## src/hdl/stwq_pkg.sv

```systemverilog
// package: shared types and codes for the sorted timeout wait queue
`timescale 1ns / 1ps
package stwq_pkg;

  // opcodes of an input request
  typedef enum logic [1:0] {
    OP_PUSH     = 2'd0,
    OP_POP      = 2'd1,
    OP_WAKE_EXP = 2'd2,
    OP_WAKE_ALL = 2'd3
  } op_e;

  // result kinds
  typedef enum logic [2:0] {
    KIND_RELEASED  = 3'd0,
    KIND_POPPED    = 3'd1,
    KIND_POP_EMPTY = 3'd2,
    KIND_PUSH_OK   = 3'd3,
    KIND_PUSH_FULL = 3'd4,
    KIND_NONE      = 3'd5
  } kind_e;

  localparam int unsigned KindBits  = 3;
  localparam int unsigned CountBits = 6;

  // controller to datapath commands
  typedef struct packed {
    logic load;    // capture input request
    logic insert;  // shift-insert captured entry
    logic drop;    // remove head entry
  } cmd_t;

  // datapath to controller status
  typedef struct packed {
    logic empty;
    logic full;
    logic head_due;  // head deadline at or before captured time
    logic more;      // a second entry stands behind the head
    logic next_due;  // second entry deadline at or before captured time
  } status_t;

endpackage

```

## src/hdl/stwq_if.sv

```systemverilog
// interfaces: request and result channels
`timescale 1ns / 1ps
interface stwq_req_if #(
  parameter int unsigned TASK_ID_BITS = 8,
  parameter int unsigned TIME_BITS    = 32
);
  logic                    valid;
  logic                    ready;
  logic [1:0]              opcode;
  logic [TASK_ID_BITS-1:0] task_id;
  logic [TIME_BITS-1:0]    wake_time;
  logic [TIME_BITS-1:0]    current_time;

  modport source (output valid, opcode, task_id, wake_time, current_time, input ready);
  modport sink (input valid, opcode, task_id, wake_time, current_time, output ready);
endinterface

interface stwq_rsp_if #(
  parameter int unsigned TASK_ID_BITS = 8
);
  logic                    valid;
  logic                    ready;
  logic [2:0]              kind;
  logic [TASK_ID_BITS-1:0] out_task;
  logic                    timed_out;
  logic [5:0]              released_count;
  logic                    last;

  modport source (output valid, kind, out_task, timed_out, released_count, last,
                  input ready);
  modport sink (input valid, kind, out_task, timed_out, released_count, last,
                output ready);
endinterface

```

## src/hdl/stwq_datapath.sv

```systemverilog
// datapath: cell chain of sorted entries with shift insert and head drop
`timescale 1ns / 1ps
module stwq_datapath #(
  parameter int unsigned QUEUE_DEPTH  = 32,
  parameter int unsigned TASK_ID_BITS = 8,
  parameter int unsigned TIME_BITS    = 32
) (
  input  logic                    clk_i,
  input  logic                    rst_ni,
  input  stwq_pkg::cmd_t          cmd_i,
  input  logic [TASK_ID_BITS-1:0] task_id_i,
  input  logic [TIME_BITS-1:0]    wake_time_i,
  input  logic [TIME_BITS-1:0]    current_time_i,
  output stwq_pkg::status_t       status_o,
  output logic [TASK_ID_BITS-1:0] head_task_o
);
  import stwq_pkg::*;

  localparam int unsigned OccBits = $clog2(QUEUE_DEPTH + 1);

  logic [TIME_BITS-1:0]    dl_q   [QUEUE_DEPTH];
  logic [TASK_ID_BITS-1:0] tk_q   [QUEUE_DEPTH];
  logic [OccBits-1:0]      occ_q, occ_d;
  logic [TASK_ID_BITS-1:0] new_task_q;
  logic [TIME_BITS-1:0]    new_dl_q, now_q;
  logic [QUEUE_DEPTH-1:0]  later;   // entry strictly later than new deadline

  // per-cell compare, only cells in use count
  always_comb begin
    for (int i = 0; i < QUEUE_DEPTH; i++) begin
      later[i] = (OccBits'(i) < occ_q) && (dl_q[i] > new_dl_q);
    end
  end

  // captured request fields
  always_ff @(posedge clk_i) begin
    if (cmd_i.load) begin
      new_task_q <= task_id_i;
      new_dl_q   <= wake_time_i;
      now_q      <= current_time_i;
    end
  end

  // cells: each looks only at its two neighbors and the captured entry
  always_ff @(posedge clk_i) begin
    for (int i = 0; i < QUEUE_DEPTH; i++) begin
      if (cmd_i.insert) begin
        if (later[i]) begin
          if (i == 0) begin
            dl_q[i] <= new_dl_q;
            tk_q[i] <= new_task_q;
          end else if (!later[(i == 0) ? 0 : i-1]) begin
            dl_q[i] <= new_dl_q;
            tk_q[i] <= new_task_q;
          end else begin
            dl_q[i] <= dl_q[(i == 0) ? 0 : i-1];
            tk_q[i] <= tk_q[(i == 0) ? 0 : i-1];
          end
        end else if (OccBits'(i) == occ_q) begin
          if (i == 0 || !later[(i == 0) ? 0 : i-1]) begin
            dl_q[i] <= new_dl_q;
            tk_q[i] <= new_task_q;
          end else begin
            dl_q[i] <= dl_q[(i == 0) ? 0 : i-1];
            tk_q[i] <= tk_q[(i == 0) ? 0 : i-1];
          end
        end
      end else if (cmd_i.drop && i < QUEUE_DEPTH - 1) begin
        dl_q[i] <= dl_q[(i < QUEUE_DEPTH - 1) ? i+1 : i];
        tk_q[i] <= tk_q[(i < QUEUE_DEPTH - 1) ? i+1 : i];
      end
    end
  end

  // fill count
  always_comb begin
    occ_d = occ_q;
    if (cmd_i.insert) begin
      occ_d = occ_q + OccBits'(1);
    end else if (cmd_i.drop) begin
      occ_d = occ_q - OccBits'(1);
    end
  end

  always_ff @(posedge clk_i or negedge rst_ni) begin
    if (!rst_ni) begin
      occ_q <= '0;
    end else begin
      occ_q <= occ_d;
    end
  end

  assign status_o.empty    = (occ_q == '0);
  assign status_o.full     = (occ_q == OccBits'(QUEUE_DEPTH));
  assign status_o.head_due = (dl_q[0] <= now_q);
  assign status_o.more     = (occ_q > OccBits'(1));
  assign status_o.next_due = (dl_q[1] <= now_q);
  assign head_task_o       = tk_q[0];
endmodule

```

## src/hdl/stwq_ctrl.sv

```systemverilog
// controller: sequences requests and builds result requests
`timescale 1ns / 1ps
module stwq_ctrl #(
  parameter int unsigned TASK_ID_BITS = 8
) (
  input  logic                    clk_i,
  input  logic                    rst_ni,
  input  logic                    in_valid_i,
  output logic                    in_ready_o,
  input  logic [1:0]              opcode_i,
  output logic                    out_valid_o,
  input  logic                    out_ready_i,
  output logic [2:0]              kind_o,
  output logic [TASK_ID_BITS-1:0] out_task_o,
  output logic                    timed_out_o,
  output logic [5:0]              released_count_o,
  output logic                    last_o,
  output stwq_pkg::cmd_t          cmd_o,
  input  stwq_pkg::status_t       status_i,
  input  logic [TASK_ID_BITS-1:0] head_task_i
);
  import stwq_pkg::*;

  localparam logic [1:0] StIdle = 2'd0;
  localparam logic [1:0] StExec = 2'd1;
  localparam logic [1:0] StWake = 2'd2;

  logic [1:0]              state_q, state_d;
  logic [1:0]              op_q;
  logic [5:0]              cnt_q, cnt_d;
  logic                    ov_q, ov_d;
  logic [2:0]              kind_q, kind_d;
  logic [TASK_ID_BITS-1:0] task_q, task_d;
  logic                    tmo_q, tmo_d;
  logic [5:0]              rc_q, rc_d;
  logic                    last_q, last_d;
  logic                    out_free;
  logic                    in_acc;
  logic                    go;
  logic                    more;

  assign out_free   = !ov_q || out_ready_i;
  assign in_ready_o = (state_q == StIdle);
  assign in_acc     = in_valid_i && in_ready_o;
  // a wake candidate releases when the head is due or for wake all
  assign go = !status_i.empty && (op_q == OP_WAKE_ALL || status_i.head_due);
  // the entry behind the head releases too when it is due or for wake all
  assign more = status_i.more && (op_q == OP_WAKE_ALL || status_i.next_due);

  // next state and output register
  always_comb begin
    state_d = state_q;
    cnt_d   = cnt_q;
    ov_d    = ov_q && !out_ready_i;
    kind_d  = kind_q;
    task_d  = task_q;
    tmo_d   = tmo_q;
    rc_d    = rc_q;
    last_d  = last_q;
    cmd_o   = '0;
    unique case (state_q)
      StIdle: begin
        if (in_acc) begin
          cmd_o.load = 1'b1;
          state_d    = StExec;
        end
      end
      StExec: begin
        if (out_free) begin
          ov_d   = 1'b1;
          task_d = '0;
          tmo_d  = 1'b0;
          rc_d   = '0;
          last_d = 1'b1;
          state_d = StIdle;
          case (op_q)
            OP_PUSH: begin
              if (status_i.full) begin
                kind_d = KIND_PUSH_FULL;
              end else begin
                kind_d = KIND_PUSH_OK;
                cmd_o.insert = 1'b1;
              end
            end
            OP_POP: begin
              if (status_i.empty) begin
                kind_d = KIND_POP_EMPTY;
              end else begin
                kind_d = KIND_POPPED;
                task_d = head_task_i;
                cmd_o.drop = 1'b1;
              end
            end
            default: begin
              if (go) begin
                ov_d = 1'b0;
                cnt_d = '0;
                state_d = StWake;
              end else begin
                kind_d = KIND_NONE;
              end
            end
          endcase
        end
      end
      StWake: begin
        // head releases here (due, or wake all); last when the next entry does not follow
        if (out_free) begin
          cmd_o.drop = 1'b1;
          ov_d   = 1'b1;
          kind_d = KIND_RELEASED;
          task_d = head_task_i;
          tmo_d  = (op_q == OP_WAKE_EXP);
          rc_d   = cnt_q + 6'd1;
          cnt_d  = cnt_q + 6'd1;
          last_d = !more;
          if (!more) begin
            state_d = StIdle;
          end
        end
      end
      default: state_d = StIdle;
    endcase
  end

  always_ff @(posedge clk_i) begin
    if (in_acc) begin
      op_q <= opcode_i;
    end
  end

  always_ff @(posedge clk_i or negedge rst_ni) begin
    if (!rst_ni) begin
      state_q <= StIdle;
      ov_q    <= 1'b0;
      cnt_q   <= '0;
    end else begin
      state_q <= state_d;
      ov_q    <= ov_d;
      cnt_q   <= cnt_d;
    end
  end

  always_ff @(posedge clk_i) begin
    kind_q <= kind_d;
    task_q <= task_d;
    tmo_q  <= tmo_d;
    rc_q   <= rc_d;
    last_q <= last_d;
  end

  assign out_valid_o      = ov_q;
  assign kind_o           = kind_q;
  assign out_task_o       = task_q;
  assign timed_out_o      = tmo_q;
  assign released_count_o = rc_q;
  assign last_o           = last_q;
endmodule

```

## src/hdl/sorted_timeout_wait_queue.sv

```systemverilog
// top level: sorted timeout wait queue
`timescale 1ns / 1ps
// Keeps up to QUEUE_DEPTH tasks sorted by deadline in a chain of register
// cells; equal deadlines keep arrival order. A push or a pop captures the
// request, then inserts or shifts in the cell chain. A wake captures the
// request, then releases tasks from the head, each released task being one
// result; the final result carries last. The result register lets the next
// request in while the final result still waits to be taken.
module sorted_timeout_wait_queue #(
  parameter int unsigned QUEUE_DEPTH  = 32,
  parameter int unsigned TASK_ID_BITS = 8,
  parameter int unsigned TIME_BITS    = 32
) (
  input  logic         clk_i,
  input  logic         rst_ni,
  stwq_req_if.sink     req,
  stwq_rsp_if.source   rsp
);
  import stwq_pkg::*;

  cmd_t                    cmd;
  status_t                 status;
  logic [TASK_ID_BITS-1:0] head_task;
  logic                    valid_raw;
  logic                    last_raw;

  stwq_datapath #(
    .QUEUE_DEPTH (QUEUE_DEPTH),
    .TASK_ID_BITS(TASK_ID_BITS),
    .TIME_BITS   (TIME_BITS)
  ) u_dp (
    .clk_i         (clk_i),
    .rst_ni        (rst_ni),
    .cmd_i         (cmd),
    .task_id_i     (req.task_id),
    .wake_time_i   (req.wake_time),
    .current_time_i(req.current_time),
    .status_o      (status),
    .head_task_o   (head_task)
  );

  stwq_ctrl #(
    .TASK_ID_BITS(TASK_ID_BITS)
  ) u_ctrl (
    .clk_i           (clk_i),
    .rst_ni          (rst_ni),
    .in_valid_i      (req.valid),
    .in_ready_o      (req.ready),
    .opcode_i        (req.opcode),
    .out_valid_o     (valid_raw),
    .out_ready_i     (rsp.ready),
    .kind_o          (rsp.kind),
    .out_task_o      (rsp.out_task),
    .timed_out_o     (rsp.timed_out),
    .released_count_o(rsp.released_count),
    .last_o          (last_raw),
    .cmd_o           (cmd),
    .status_i        (status),
    .head_task_i     (head_task)
  );

  assign rsp.valid = valid_raw;
  assign rsp.last  = last_raw;
endmodule

```

## src/flat_wrapper.sv

```systemverilog
// flat-port wrapper written by rule: the top's interface ports become plain ports
module sorted_timeout_wait_queue_flat import stwq_pkg::*;
#(
  parameter int unsigned QUEUE_DEPTH  = 32,
  parameter int unsigned TASK_ID_BITS = 8,
  parameter int unsigned TIME_BITS    = 32
)
  (clk_i, rst_ni, req_valid, req_opcode, req_task_id, req_wake_time, req_current_time, req_ready, rsp_valid, rsp_kind, rsp_out_task, rsp_timed_out, rsp_released_count, rsp_last, rsp_ready);
  stwq_req_if #(.TASK_ID_BITS(TASK_ID_BITS), .TIME_BITS(TIME_BITS)) req_i ();
  stwq_rsp_if #(.TASK_ID_BITS(TASK_ID_BITS)) rsp_i ();
  input  logic clk_i;
  input  logic rst_ni;
  input wire logic [$bits(req_i.valid)-1:0] req_valid;
  input wire logic [$bits(req_i.opcode)-1:0] req_opcode;
  input wire logic [$bits(req_i.task_id)-1:0] req_task_id;
  input wire logic [$bits(req_i.wake_time)-1:0] req_wake_time;
  input wire logic [$bits(req_i.current_time)-1:0] req_current_time;
  output wire logic [$bits(req_i.ready)-1:0] req_ready;
  output wire logic [$bits(rsp_i.valid)-1:0] rsp_valid;
  output wire logic [$bits(rsp_i.kind)-1:0] rsp_kind;
  output wire logic [$bits(rsp_i.out_task)-1:0] rsp_out_task;
  output wire logic [$bits(rsp_i.timed_out)-1:0] rsp_timed_out;
  output wire logic [$bits(rsp_i.released_count)-1:0] rsp_released_count;
  output wire logic [$bits(rsp_i.last)-1:0] rsp_last;
  input wire logic [$bits(rsp_i.ready)-1:0] rsp_ready;
  assign req_i.valid = req_valid;
  assign req_i.opcode = req_opcode;
  assign req_i.task_id = req_task_id;
  assign req_i.wake_time = req_wake_time;
  assign req_i.current_time = req_current_time;
  assign req_ready = req_i.ready;
  assign rsp_valid = rsp_i.valid;
  assign rsp_kind = rsp_i.kind;
  assign rsp_out_task = rsp_i.out_task;
  assign rsp_timed_out = rsp_i.timed_out;
  assign rsp_released_count = rsp_i.released_count;
  assign rsp_last = rsp_i.last;
  assign rsp_i.ready = rsp_ready;
  sorted_timeout_wait_queue #(.QUEUE_DEPTH(QUEUE_DEPTH), .TASK_ID_BITS(TASK_ID_BITS), .TIME_BITS(TIME_BITS)) u_core (.clk_i(clk_i), .rst_ni(rst_ni), .req(req_i), .rsp(rsp_i));
endmodule
```

## config.mk

```make
export PLATFORM = sky130hd
export DESIGN_NAME = sorted_timeout_wait_queue_flat
export DESIGN_NICKNAME = d
export VERILOG_FILES = /design/src/hdl/stwq_pkg.sv /design/src/hdl/stwq_if.sv /design/src/hdl/stwq_datapath.sv /design/src/hdl/stwq_ctrl.sv /design/src/hdl/sorted_timeout_wait_queue.sv /design/src/flat_wrapper.sv
export SDC_FILE = /design/constraint.sdc
export NUM_CORES = 2
export LEC_CHECK = 0
export BUFFER_PORTS_ARGS = -buffer_cell sky130_fd_sc_hd__buf_2
export CORE_ASPECT_RATIO = 0.6
export CORE_UTILIZATION = 35
export DETAILED_ROUTE_END_ITERATION = 12
export HOLD_SLACK_MARGIN = 0.15
export PLACE_DENSITY_LB_ADDON = 0.12
export SLEW_MARGIN = 15
export SYNTH_ARGS = -nofsm -noshare
export SYNTH_HDL_FRONTEND = slang
export SYNTH_SLANG_ARGS = --single-unit
export TNS_END_PERCENT = 50
```

## constraint.sdc

```tcl
create_clock -name clk_i -period 14.2 [get_ports clk_i]
set_input_delay 2.13 -clock clk_i [delete_from_list [all_inputs] [get_ports clk_i]]
set_output_delay 2.13 -clock clk_i [all_outputs]
set_load 0.1 [all_outputs]
```

Yosys cells after proc, flatten, opt, wreduce, memory -nomap -nowiden
Memories as Yosys holds them, arrays and structs flattened.
Cells that the tools add are included.
- register bits after elaboration: 108
- bits in latches: 0
- output and inout bits: 21
- memories kept: 2
- word-level logic and storage cells: 1236
- bits in writable memories: 1280
- bits in read-only memories: 0
- multiplexer cells: 804
- divide/modulo/power cells: 0
- shift operators: 0
- reductions and logical operators: 53
- bitwise operators: 250
- magnitude comparators: 67
- $add $sub $neg: 3
- equal/unequal tests: 44
- $mul: 0
- memory list (name ; words ; width ; rd ports ; clocked after Yosys merged registers in ; write ports ; RTL line ; source):
    u_core.u_dp.dl_q ; 32 ; 32 ; 32 ; 0 ; 32 ; stwq_datapath.sv:21 ; logic [TIME_BITS-1:0] dl_q [QUEUE_DEPTH];
    u_core.u_dp.tk_q ; 32 ; 8 ; 32 ; 0 ; 32 ; stwq_datapath.sv:22 ; logic [TASK_ID_BITS-1:0] tk_q [QUEUE_DEPTH];
- operator list (operator ; number):
    two-way mux 32 bit ; 125
    two-way mux 8 bit ; 129
    greater-than comparator 32 bit ; 32
    two-way mux 1 bit ; 521
    bitwise OR 1 bit ; 250
    equality test 5 x 6 -> 1 bit, first input constant ; 16
    less-than comparator 5 x 6 -> 1 bit, first input constant ; 16
    <= comparator 32 bit ; 2
    equality test 4 x 6 -> 1 bit, first input constant ; 8
    less-than comparator 4 x 6 -> 1 bit, first input constant ; 8
    two-way mux 6 bit ; 7
    logical AND 1 bit ; 36
    equality test 3 x 6 -> 1 bit, first input constant ; 4
    less-than comparator 3 x 6 -> 1 bit, first input constant ; 4
    case mux 6 bit (2 select lines) ; 2
    two-way mux 2 bit ; 8
    case mux 8 bit (2 select lines) ; 1
    adder 6 x 1 -> 6 bit, second input constant ; 2
    equality test 2 x 6 -> 1 bit, first input constant ; 2
    less-than comparator 1 x 6 -> 1 bit, first input constant ; 2
    less-than comparator 2 x 6 -> 1 bit, first input constant ; 2
    two-way mux 3 bit ; 4
    case mux 3 bit (2 select lines) ; 2
    != test 2 bit, second input constant ; 5
    other kinds (19) ; 33

Depth between registers and ports, before layout
- depth after elaboration: 11
- mapped depth: 15
- gate-level depth less buffers: 11

By module
A second synthesis with hierarchy kept.
- cells, all modules: 8327
- area total of the unflattened synthesis: 89429.5 um2
- modules (own cells, without submodules) (module ; seq. area each (um2) ; cells an instance ; instances ; area an instance (um2)):
    stwq_datapath ; 40749.1 ; 8220 ; 1 ; 88001.9
    stwq_ctrl ; 855.8 ; 107 ; 1 ; 1427.6

Least setup slack after synthesis
OpenSTA, ideal clock, no wires.
- path kind: input -> register
- start point: input rsp_ready
- end point: memory u_core.u_dp.dl_q[31][4], in the netlist u_core.u_dp.dl_q[7][100], data pin
- data required time: 13940 ps
- slack: 7962 ps
- library setup time: 260 ps
- stages: 10
- arrival time: 5978 ps
- path through: nor2b_1 -> nor2b_1 -> buf_2 -> nand3_1 -> nor2b_1 -> nor3_1 -> a31oi_1 -> nand3_1 -> buf_2 -> mux2_2
- RTL lines (what ; RTL line ; source):
    from (decl) ; flat_wrapper.sv:25 ; input wire logic [$bits(rsp_i.ready)-1:0] rsp_ready;
    to (decl) ; stwq_datapath.sv:21 ;

==> results.toml <==
[final_layout]
syn_to_final_growth_pct = 10.7
drive_gt1_share_pct = 7.75
fin_nets = 9178
finalNonFillerCells = 11400

[route]
drc = 0
drt_iter0_drc = 8261
avgRoutedWirePerCell_um = 29.3
ant_nets = 0
vias_per_cell = 6.14
met2_length_um = 126000
wl_met3_um = 29000
drt-total-wl_um = 335000
drt_first_pass_iters = 6
highest_layer = "met5"
met1_length_um = 173000
vias = 70200

[timing]
rsz0062_at_grt = "false"
whs_ps = 529
tightest_slew_ps = 1370
setup_viol_count_final = 0
slew_viol_final = 0
slew_headroom_pct = 7.94
setup_tns_ps = 0
period_share_pct = 44.0
finClkSkew_ps = 43.0
hold_viol_final = 0
finalCriticalPeriod_ps = 6240
timing.fmax_ghz = 0.160

[grt]
grt_use_total_pct = 25.6
overflow = 0
grt_pass1_wl_um = 482000
grt_start_max_net_pins = 218
antenna_found_initial = 18
grt_pass1_vias = 65800

[yosys]
syn-cell-area_mm2 = 0.0885
netlist_instances = 8073
synth.top_cells.by_count = "edfxtp_1, ha_1, nor2_1"
ys_seq_area_share_pct = 47.0
synth-edff-count = 1373
yosys_warnings = 0
ys.flop_type = "edfxtp_1"
synth.distinct_cells = 74
synth_most_common_cell = "edfxtp_1"
async_reset_ff_share_pct = 1.08
syn_nets = 9247
synth_top_area_share_pct = 46.6
synth-seq-cells = 1388
synth_top_area_cell = "edfxtp_1"
postSynthAreaPerCell_um2 = 11.0
netlist_top_cells_area = "edfxtp_1, ha_1, a221o_1"

[power]
p_leak_uw = 0.0365
power.total_uw = 18100
pwr-share-seq_pct = 38.8
powerDensity_mw_per_mm2 = 185
p_sw_uw = 7460
peakVddDrop_uv = 273
p_int_uw = 10600
p_sw_share_pct = 41.2
clkPwrFrac_pct = 22.4
p_comb_share_pct = 38.8

[floorplan]
coreArea_mm2 = 0.251
die_w_um = 651
num_io_pins = 99
start_util_pct = 35.3
rows = 142
die_h_um = 392
design.die.area_mm2 = 0.255

[clock_network]
clk_pin_slew_ps = 70
cts_setup_buffers = 0
numCtsBuffers = 155
cts_buffer_depth = 4
cts_hold_buf = 0
cts_resized = 0
clk-insertion-delay-late_ps = 840
numClockSinks = 1388
htreeDepth = 4
cts_tree = "built"
cts_root_buf = "clkbuf_16"

[setup_path]
cp_num_buf_inv = 4
cpMostUsedCell = "buf_4"
crit_required_ps = 14740
worstPathMaxFanout = 40
critical_path_arrival_ps = 6780
cp_top_family = "simple AND/OR/NAND/NOR gates"
cp-start-kind = "register"
criticalPathCategory = "reg2reg"
end_kind = "register"
cp_slowest_stage_delay_ps = 830
cp_slowest_cell = "nor4_1"
crit_chain = "buf_4 > inv_1 > buf_4 > ha_1 > nand4_1 > nor4_1 > nor3b_1 > o41ai_1 > a21boi_0 > o21ai_0 > nor2_4 > buf_4 > mux2i_1 > a21oi_1"

[place]
port-buffer-count = 98
placed_cells = 11200
gp_congestion = 0.905
dpl.hpwl_um = 246000

[flow_run]
cap_violations = 0

[run_status]
status = "finished, final reports clean"

[worst_hold_path]
hp-class = "reg2reg"
## stage by stage
stage          cell area [um2]  utilization, %  setup slack [ps]
6_report                 98000            39.1              7960
5_1_grt                  98000            39.1              7680
4_1_cts                  97900            39.1              8130
3_5_place_dp             93200            37.2              7890
3_3_place_gp             93200            37.2              7910
2_1_floorplan            88500               -              7960
## worst register-to-register path: stages (launching register included)
cell	delay [ps]
edfxtp_1	360
buf_4	240
inv_1	540
buf_4	430
ha_1	260
nand4_1	240
nor4_1	830
nor3b_1	830
o41ai_1	350
a21boi_0	370
o21ai_0	260
nor2_4	150
buf_4	660
mux2i_1	350
a21oi_1	90
## final timing paths
kind	startpoint	to	slack, ps	depth (start not counted)
min in group asynchronous	rst_ni	u_core.u_ctrl.out_valid_o	1300	1
setup reg to reg	u_core.u_dp.new_dl_q[27]	u_core.u_dp.tk_q[5][18]	7960	14
max in group asynchronous	rst_ni	u_core.u_ctrl.cnt_q[2]	12530	1
setup / recovery	u_core.u_dp.new_dl_q[27]	u_core.u_dp.tk_q[5][18]	7960	14
hold / removal	u_core.u_ctrl.cnt_q[5]	u_core.u_ctrl.cnt_q[5]	530	1
hold reg to reg	u_core.u_ctrl.cnt_q[5]	u_core.u_ctrl.cnt_q[5]	530	1
## layout by cell type (no fill, tap or decap), types with 20 or more instances in the layout
cell type  netlist  layout
o211ai_1        46      46
buf_2           52      98
mux2_2          47      47
inv_1          130     130
o21ai_0        500     498
nand3_1        130     127
buf_4            4     176
mux2i_1        439     439
nand2_1        784     764
clkbuf_16        0     157
ha_1          1096    1096
edfxtp_1      1373    1373
clkinv_2         0      24
a211oi_1        46      43
a21boi_0        22      22
and4_1          36      36
a22oi_1         51      51
nor4_1          41      34
clkbuf_1       419      32
nor3_1          33      32
nand2_2          0      20
a21o_1         100     100
nor2b_1         53      51
nand4_1        194     194
o2bb2ai_1       40      40
a221o_1        711     711
clkinv_1         0      32
a21oi_1        548     538
nor2_1         898     886
## registers in the layout (all words and copies together) (netlist names), 8 cells and up
name                      count
u_core.u_dp.dl_q           1024
u_core.u_dp.tk_q            256
u_core.u_dp.new_dl_q         32
u_core.u_dp.now_q            32
u_core.u_ctrl.out_task_o      8
u_core.u_dp.new_task_q        8
## power groups by stage
stage | Clock, uW | Sequential, uW | Combinational [uW]
finish | 4060 | 7020 | 7030
floorplan | 0 | 6860 | 4330
CTS | 4120 | 6990 | 6950
global route | 4260 | 7090 | 7750
global placement | 0 | 7070 | 6710
detailed placement | 0 | 7060 | 6940
## layer usage
metal | vias to the layer above | track usage (%)
met1 | 35500 | 42.0
met3 | 323 | 5.08
met2 | 2801 | 33.5
li1 | 31600 | -
met5 | - | 0
met4 | 4 | 5.45
## kinds of logic after synthesis
family	synth area share [%]
XOR/XNOR	0.0990
AND/OR/NAND/NOR	11.0
multiplexers	5.56
buffers and inverters	2.80
flip-flops	47.0
AO/OA/AOI/OAI	18.0
adder cells (fa/ha/maj)	15.5
## final cells by class
class	instances	area (um2)
fill	24000	153000
antenna	5	12.5
timing repair buffer	282	1950
clock buffer	192	4090
multi-input combinational	6047	45100
inverter	130	488
clock inverter	74	627
tap	3312	4140
sequential	1388	41600
Power figures use the tool's default switching activity.
